`config.mk`:
```
export PLATFORM = sky130hd
export DESIGN_NAME = cache_set_replacement_policy_flat
export DESIGN_NICKNAME = d
export VERILOG_FILES = /design/src/rtl/csrp_pkg.sv /design/src/rtl/csrp_channels.sv /design/src/rtl/cache_set_replacement_policy.sv /design/src/flat_wrapper.sv
export VERILOG_INCLUDE_DIRS = /design/src /design/src/rtl
export SDC_FILE = /design/constraint.sdc
export NUM_CORES = 1
export LEC_CHECK = 0
export BUFFER_PORTS_ARGS = -buffer_cell sky130_fd_sc_hd__buf_4
export CAP_MARGIN = 20
export CORE_MARGIN = 3
export CORE_UTILIZATION = 60
export CTS_CLUSTER_DIAMETER = 200
export DETAILED_ROUTE_END_ITERATION = 10
export GPL_ROUTABILITY_DRIVEN = 0
export GPL_TIMING_DRIVEN = 0
export PLACE_DENSITY = 0.79
export SLEW_MARGIN = 10
export SYNTH_ARGS = -nofsm -noshare
export SYNTH_HDL_FRONTEND = slang
export SYNTH_SLANG_ARGS = --single-unit
```
`constraint.sdc`:
```
create_clock -name clk -period 10.6 [get_ports clk]
set_clock_uncertainty 0.05 [all_clocks]
set_input_delay 0.53 -clock clk [delete_from_list [all_inputs] [get_ports clk]]
set_output_delay 0.53 -clock clk [all_outputs]
set_load 0.03 [all_outputs]
```
`src/rtl/assert_macros.svh`:
```
// Assertion helpers, sampled on clk and disabled while rst is high.
`ifndef ASSERT_MACROS_SVH
`define ASSERT_MACROS_SVH

// Same-cycle implication.
`define CSRP_ASSERT_NOW(lbl, ante, cons, msg) \
  lbl: assert property (@(posedge clk) disable iff (rst) (ante) |-> (cons)) else $error(msg);

// Next-cycle implication.
`define CSRP_ASSERT_NEXT(lbl, ante, cons, msg) \
  lbl: assert property (@(posedge clk) disable iff (rst) (ante) |=> (cons)) else $error(msg);

`endif

```
`src/rtl/csrp_pkg.sv`:
```
`timescale 1ns / 1ps

package csrp_pkg;

  localparam int WAYS_DEFAULT     = 8;
  localparam int TAG_BITS_DEFAULT = 32;

  localparam int WAY_W = 3;
  localparam int TAG_W = 32;

  typedef enum logic [1:0] {
    MODE_ACCESS = 2'd0,
    MODE_VICTIM = 2'd1,
    MODE_FILL   = 2'd2,
    MODE_NOP    = 2'd3
  } mode_t;

  // POL_SPARE selects victims like FIFO
  typedef enum logic [1:0] {
    POL_RANDOM = 2'd0,
    POL_FIFO   = 2'd1,
    POL_LRU    = 2'd2,
    POL_SPARE  = 2'd3
  } policy_t;

  typedef struct packed {
    mode_t             mode;
    logic [WAY_W-1:0]  way;
    logic [TAG_W-1:0]  tag_in;
    logic [WAY_W-1:0]  random_way;
  } req_t;

  typedef struct packed {
    logic [TAG_W-1:0]  tag_out;
    logic              valid_out;
    logic [WAY_W-1:0]  victim_way;
  } rsp_t;

endpackage

```
`src/rtl/csrp_channels.sv`:
```
`timescale 1ns / 1ps

interface csrp_req_if;
  logic              valid;
  logic              ready;
  csrp_pkg::req_t    data;
  modport source (output valid, output data, input ready);
  modport sink   (input valid, input data, output ready);
endinterface

interface csrp_rsp_if;
  logic              valid;
  logic              ready;
  csrp_pkg::rsp_t    data;
  modport source (output valid, output data, input ready);
  modport sink   (input valid, input data, output ready);
endinterface

interface csrp_cfg_if;
  logic              valid;
  logic              ready;
  csrp_pkg::policy_t data;
  modport source (output valid, output data, input ready);
  modport sink   (input valid, input data, output ready);
endinterface

```
`src/rtl/cache_set_replacement_policy.sv`:
```
// One cache set with random, FIFO or LRU replacement. Requests enter an input register,
// the set state (tags, valid bits, order list, counters) is read and updated in one
// combinational pass, and the response lands in an output register, once any earlier
// response has left on rsp.ready. With rsp.ready high a new request can be taken every
// cycle. While a response waits on rsp.ready, one more request is held in the input
// register and req.ready then drops until the response leaves. The order list updates by
// a parallel match and shift across all WAYS entries, which sets the critical path. The
// policy register resets to FIFO; the user must write it through the cfg channel while
// the block is idle, as the block itself does not enforce this.
`timescale 1ns / 1ps
`include "assert_macros.svh"

module cache_set_replacement_policy #(
  parameter int WAYS     = csrp_pkg::WAYS_DEFAULT,
  parameter int TAG_BITS = csrp_pkg::TAG_BITS_DEFAULT
) (
  input logic         clk,
  input logic         rst,
  csrp_cfg_if.sink    cfg,
  csrp_req_if.sink    req,
  csrp_rsp_if.source  rsp
);
  import csrp_pkg::*;

  localparam int WIDX       = $clog2(WAYS);
  localparam int CW         = $clog2(WAYS + 1);
  localparam int STORE_BITS = (TAG_BITS < TAG_W) ? TAG_BITS : TAG_W;

  policy_t                 policy;
  logic                    s1_valid;
  req_t                    s1_req;
  logic                    out_valid;
  rsp_t                    out_data;
  logic [STORE_BITS-1:0]   tag_store [WAYS];
  logic [WAYS-1:0]         valid_bits;
  logic [WIDX-1:0]         order_list [WAYS];
  logic [CW-1:0]           order_count;
  logic [CW-1:0]           used_count;

  logic                    advance;
  logic                    way_ok;
  logic [WIDX-1:0]         w_idx;
  logic                    free_way;
  logic                    fill;
  logic                    append;
  logic [WAYS-1:0]         find_hot;
  logic [WAYS-1:0]         rem_hot;
  logic [CW-1:0]           cnt_rem;
  logic [WIDX-1:0]         order_list_next [WAYS];
  logic [CW-1:0]           order_count_next;
  logic [CW-1:0]           used_count_next;
  rsp_t                    result;

  function automatic logic [WAY_W-1:0] random_reduce(input logic [WAY_W-1:0] r);
    logic [WAY_W:0] v;
    v = {1'b0, r};
    // r < 8 and WAYS >= 2, so four subtractions always suffice
    for (int k = 0; k < 4; k++) begin
      if (int'(v) >= WAYS) begin
        v = v - (WAY_W + 1)'(WAYS);
      end
    end
    return v[WAY_W-1:0];
  endfunction

  assign advance   = s1_valid && (!out_valid || rsp.ready);
  assign req.ready = !s1_valid || advance;
  assign cfg.ready = 1'b1;
  assign rsp.valid = out_valid;
  assign rsp.data  = out_data;

  assign way_ok   = int'(s1_req.way) < WAYS;
  assign w_idx    = WIDX'(s1_req.way);
  assign free_way = used_count < CW'(WAYS);

  // first matching position of the addressed way in the order list
  always_comb begin
    logic seen;
    seen = 1'b0;
    for (int i = 0; i < WAYS; i++) begin
      find_hot[i] = !seen && (CW'(i) < order_count) && (order_list[i] == w_idx);
      seen        = seen | find_hot[i];
    end
  end

  always_comb begin
    result          = '0;
    rem_hot         = '0;
    append          = 1'b0;
    fill            = 1'b0;
    used_count_next = used_count;
    unique case (s1_req.mode)
      MODE_ACCESS: begin
        if (way_ok) begin
          // tags are only ever written together with their valid bit
          result.valid_out = valid_bits[w_idx];
          result.tag_out   = valid_bits[w_idx] ? TAG_W'(tag_store[w_idx]) : '0;
          if (policy == POL_LRU && |find_hot) begin
            rem_hot = find_hot;
            append  = 1'b1;
          end
        end
      end
      MODE_VICTIM: begin
        if (free_way) begin
          result.victim_way = WAY_W'(used_count);
        end else if (policy == POL_RANDOM) begin
          result.victim_way = random_reduce(s1_req.random_way);
        end else if (order_count != '0) begin
          result.victim_way = WAY_W'(order_list[0]);
          rem_hot           = WAYS'(1);
        end
      end
      MODE_FILL: begin
        if (way_ok) begin
          fill    = 1'b1;
          rem_hot = find_hot;
          append  = 1'b1;
          if (!valid_bits[w_idx] && free_way) begin
            used_count_next = used_count + CW'(1);
          end
        end
      end
      MODE_NOP: begin
      end
    endcase
  end

  // remove one entry by shifting newer ones forward, then append at the tail
  always_comb begin
    logic after;
    after   = 1'b0;
    cnt_rem = order_count - CW'(|rem_hot);
    for (int i = 0; i < WAYS; i++) begin
      after = after | rem_hot[i];
      if (after && (i + 1 < WAYS)) begin
        order_list_next[i] = order_list[(i + 1) % WAYS];
      end else begin
        order_list_next[i] = order_list[i];
      end
    end
    order_count_next = cnt_rem;
    if (append && cnt_rem < CW'(WAYS)) begin
      for (int i = 0; i < WAYS; i++) begin
        if (CW'(i) == cnt_rem) begin
          order_list_next[i] = w_idx;
        end
      end
      order_count_next = cnt_rem + CW'(1);
    end
  end

  always_ff @(posedge clk) begin
    if (rst) begin
      policy      <= POL_FIFO;
      s1_valid    <= 1'b0;
      out_valid   <= 1'b0;
      valid_bits  <= '0;
      order_count <= '0;
      used_count  <= '0;
    end else begin
      if (cfg.valid && cfg.ready) begin
        policy <= cfg.data;
      end
      if (req.valid && req.ready) begin
        s1_valid <= 1'b1;
      end else if (advance) begin
        s1_valid <= 1'b0;
      end
      if (advance) begin
        out_valid   <= 1'b1;
        order_count <= order_count_next;
        used_count  <= used_count_next;
        if (fill) begin
          valid_bits[w_idx] <= 1'b1;
        end
      end else if (rsp.ready) begin
        out_valid <= 1'b0;
      end
    end
  end

  always_ff @(posedge clk) begin
    if (req.valid && req.ready) begin
      s1_req <= req.data;
    end
    if (advance) begin
      out_data <= result;
      for (int i = 0; i < WAYS; i++) begin
        order_list[i] <= order_list_next[i];
      end
      if (fill) begin
        tag_store[w_idx] <= s1_req.tag_in[STORE_BITS-1:0];
      end
    end
  end

  `CSRP_ASSERT_NOW(a_used_cnt, 1'b1, $countones(valid_bits) == int'(used_count), "used_count off")
  `CSRP_ASSERT_NOW(a_order_bound, 1'b1, order_count <= CW'(WAYS), "order list overfilled")
  `CSRP_ASSERT_NEXT(a_used_mono, 1'b1, used_count >= $past(used_count), "used_count fell")
  `CSRP_ASSERT_NEXT(a_result_follows, advance, out_valid, "response register not loaded")

endmodule

```
`src/flat_wrapper.sv`:
```
// flat-port wrapper written by rule: the top's interface ports become plain ports
module cache_set_replacement_policy_flat import csrp_pkg::*;
#(
  parameter int WAYS     = csrp_pkg::WAYS_DEFAULT,
  parameter int TAG_BITS = csrp_pkg::TAG_BITS_DEFAULT
)
  (clk, rst, cfg_valid, cfg_data, cfg_ready, req_valid, req_data, req_ready, rsp_valid, rsp_data, rsp_ready);
  csrp_cfg_if cfg_i ();
  csrp_req_if req_i ();
  csrp_rsp_if rsp_i ();
  input logic clk;
  input logic rst;
  input wire logic [$bits(cfg_i.valid)-1:0] cfg_valid;
  input wire logic [$bits(cfg_i.data)-1:0] cfg_data;
  output wire logic [$bits(cfg_i.ready)-1:0] cfg_ready;
  input wire logic [$bits(req_i.valid)-1:0] req_valid;
  input wire logic [$bits(req_i.data)-1:0] req_data;
  output wire logic [$bits(req_i.ready)-1:0] req_ready;
  output wire logic [$bits(rsp_i.valid)-1:0] rsp_valid;
  output wire logic [$bits(rsp_i.data)-1:0] rsp_data;
  input wire logic [$bits(rsp_i.ready)-1:0] rsp_ready;
  assign cfg_i.valid = cfg_valid;
  assign cfg_i.data = cfg_data;
  assign cfg_ready = cfg_i.ready;
  assign req_i.valid = req_valid;
  assign req_i.data = req_data;
  assign req_ready = req_i.ready;
  assign rsp_valid = rsp_i.valid;
  assign rsp_data = rsp_i.data;
  assign rsp_i.ready = rsp_ready;
  cache_set_replacement_policy #(.WAYS(WAYS), .TAG_BITS(TAG_BITS)) u_core (.clk(clk), .rst(rst), .cfg(cfg_i), .req(req_i), .rsp(rsp_i));
endmodule
```
==> flow_metrics.tcl <==
set metrics [dict create \
    critPathKind "reg2reg" \
    dp_hpwl_um 19300 \
    ir_drop_uv 145 \
    postCtsSetupBuffers 0 \
    num_io_pins 86 \
    synth_flop_cell "edfxtp_1" \
    routedWlPerCell_um 24.9 \
    whs_ps 107 \
    synth_seq_cells 376 \
    routed_wl_um 31100 \
    r2r_start "u_core.w_idx[0]$_DFFE_PP_" \
    crit_chain "buf_4 > xor2_1 > nor4_2 > nor4_4 > nand2_2 > o21ai_0 > nand2_1 > ha_1 > nor3b_1 > or2_2 > a211oi_1 > o31a_4 > buf_6 > nand3_2 > mux2_1" \
    antenna_cells 0 \
    antenna_found_initial 0 \
    r2r_slack_ps 6560 \
    crit_fanout 10 \
    slowest_delay_ps 480 \
    numPortBuffers 84 \
    fp-row-count 57 \
    slowest_stage "edfxtp_1" \
    vias 7647 \
    yosysTopAreaCell "edfxtp_1" \
    synth_edf_count 356 \
    layout_min_cycle_time_ps 4040 \
    die_w_um 164 \
    synth_top_area_share 0.717 \
    ctsResizeCount 0 \
    post-route-util 0.711 \
    hold_depth 1 \
    period_share 0.381 \
    layout_common_cells "356 x edfxtp_1, 92 x buf_4, 69 x nor2_1" \
    rr_worst_depth 15 \
    min_path_type "in2reg" \
    status "finished clean" \
    setup_viol_count_final 0 \
    hp-start "req_data[21]" \
    grt_max_degree 64 \
    drv_slew 0 \
    first_pass_iters 5 \
    die-area_um2 26800 \
    drtAntennaViolNets 0 \
    max_freq_mhz 248 \
    syn_avg_cell_area_um2 19.6 \
    tns_ps 0 \
    drc 0 \
    yosysUniqueCellTypes 55 \
    hold_end "u_core.s1_req[21]$_DFFE_PP_" \
    initial_core_util 0.611 \
    dr_wl_met2_um 15200 \
    grt_pass1_vias 8081 \
    layoutNonFillerInstCount 1251 \
    route.met3.wl_um 2470 \
    cts_buffers 37 \
    htreeDepth 2 \
    p_per_area_nw_per_um2 174 \
    grt_overflow 0 \
    routed_via_density 6.11 \
    dr.max_layer_used "met4" \
    clkTransAtPathRegs_ps 60 \
    synth_area_um2 14900 \
    final_common_cell "edfxtp_1" \
    yosysSeqAreaShare 0.744 \
    syn2layout_area_growth_pct 16.4 \
    grt_pass1_wl_um 47300 \
    core_area_um2 24400 \
    layout-drive-gt1-share 0.307 \
    final_nets 954 \
    synth_area_leaders "edfxtp_1 72%, mux4_2 10%, dfxtp_1 2.7%, mux2i_1 2.5%, nor2_1 1.9%" \
    grt_setup_unrepaired "false" \
    ctsHoldBuffers 0 \
    grtUsageTotal 0.238 \
    clock_latency_ps 540 \
    clockBufferDepth 3 \
    p_leak_nw 5.89 \
    placed_cells 1185 \
    max_slew_margin 0.250 \
    dieHeight_um 164 \
    cts_sinks 376 \
    syn_inst 762 \
    cp.arrival_ps 4270 \
    cp-end-kind "register" \
    reg2reg_to "u_core.order_list[0][4]$_DFFE_PP_" \
    drt-initial-drc-count 780 \
    worst_ep_required_time_ps 10830 \
    finalHoldViolations 0 \
    root_buffer "clkbuf_16" \
    drv_cap 0 \
    tritoncts "done" \
    ys_warn_count 0 \
    drt-met1-wl_um 12600 \
    synthArstFlopShare 0 \
    start_kind "register" \
    tightest_slew_ps 1120 \
    synth_nets 816 \
]
cells in the mapped netlist (7+ instances only):
master    number
nand2_1        8
ha_1           7
xnor2_1        9
buf_2         11
xor2_1        20
inv_1          8
nor2_1        75
mux4_2        66
mux2i_1       37
dfxtp_1       20
mux2_1        14
clkbuf_1      16
edfxtp_1     356
a21oi_1        7
mux2_2        23
logic make-up (layout without fill, tap and decap cells):
logic type / after synthesis / after routing / synth area share
DFF: 376 / 376 / 0.744
muxes: 146 / 146 / 0.159
and+or+nand+nor: 127 / 127 / 0.0446
buffers and inverters: 45 / 210 / 0.0140
AOI/OAI and AO/OA: 31 / 31 / 0.0156
xor gates and xnor gates: 29 / 29 / 0.0170
adders and majority gates: 7 / 7 / 0.00588
other: 1 / 1 / 0.000252
flip-flops by register name, indices dropped and copies added, names as in the netlist, 2 cells and up:
name,flops
u_core.w_idx,3
u_core.used_count,4
u_core.order_list,24
u_core.rsp.data,36
u_core.order_count,4
u_core.policy,2
u_core.s1_req,37
u_core.valid_bits,8
u_core.tag_store,256
per-stage QoR:
stage	worst slack (ps)	total power, W	instance area, um2
after global routing	6310	0.00310	17300
after CTS	6620	0.00304	17300
after detailed placement	6610	0.00185	16200
after floorplan	5240	0.00179	14900
final	6560	0.00302	17300
after global placement	2010	0.00184	15900
worst max-delay path, delay by kind of cell (launching register included):
family | cells | cell delay, ps
mux | 1 | 370
buf+inv | 2 | 440
flops | 1 | 480
compound gates | 3 | 790
simple gates | 7 | 1250
fa+ha+maj | 1 | 200
xor+xnor | 1 | 190
worst max-delay path by stage:
stage,end,startpoint,depth (start not counted)
after floorplan,u_core.tag_store[0][0]$_DFFE_PP_,u_core.rsp.valid$_SDFFE_PP0P_,6
after global placement,u_core.tag_store[0][17]$_DFFE_PP_,rsp_ready,7
after detailed placement,u_core.order_list[0][4]$_DFFE_PP_,u_core.w_idx[0]$_DFFE_PP_,15
after CTS,u_core.order_list[0][4]$_DFFE_PP_,u_core.w_idx[0]$_DFFE_PP_,15
after global routing,u_core.order_list[0][4]$_DFFE_PP_,u_core.w_idx[2]$_DFFE_PP_,15
final,u_core.order_list[0][4]$_DFFE_PP_,u_core.w_idx[0]$_DFFE_PP_,15
area by class of cell:
| cell class | count | area, um2 |
|---|---|---|
| fill | 1451 | 7050 |
| clock buffer | 50 | 985 |
| tap | 324 | 405 |
| inverter | 8 | 32.5 |
| clock inverter | 16 | 128 |
| sequential | 376 | 11100 |
| multi-input combinational | 341 | 3660 |
| buffer | 37 | 179 |
| timing repair buffer | 99 | 861 |
report_power, final:
group          switching, W  internal, W  total (W)  leakage (nW)
registers         0.0000229      0.00165    0.00167          3.41
logic             0.0000812    0.0000655   0.000147          1.93
clock network      0.000536     0.000662    0.00120         0.541
total              0.000641      0.00238    0.00302          5.89
layer usage:
metal / global-route usage / vias up
li1: - / 3306
met1: 0.334 / 3893
met2: 0.384 / 381
met3: 0.0449 / 67
met4: 0.0804 / 0
met5: 0 / -
Note: power is estimated with default switching activity, not from simulation.
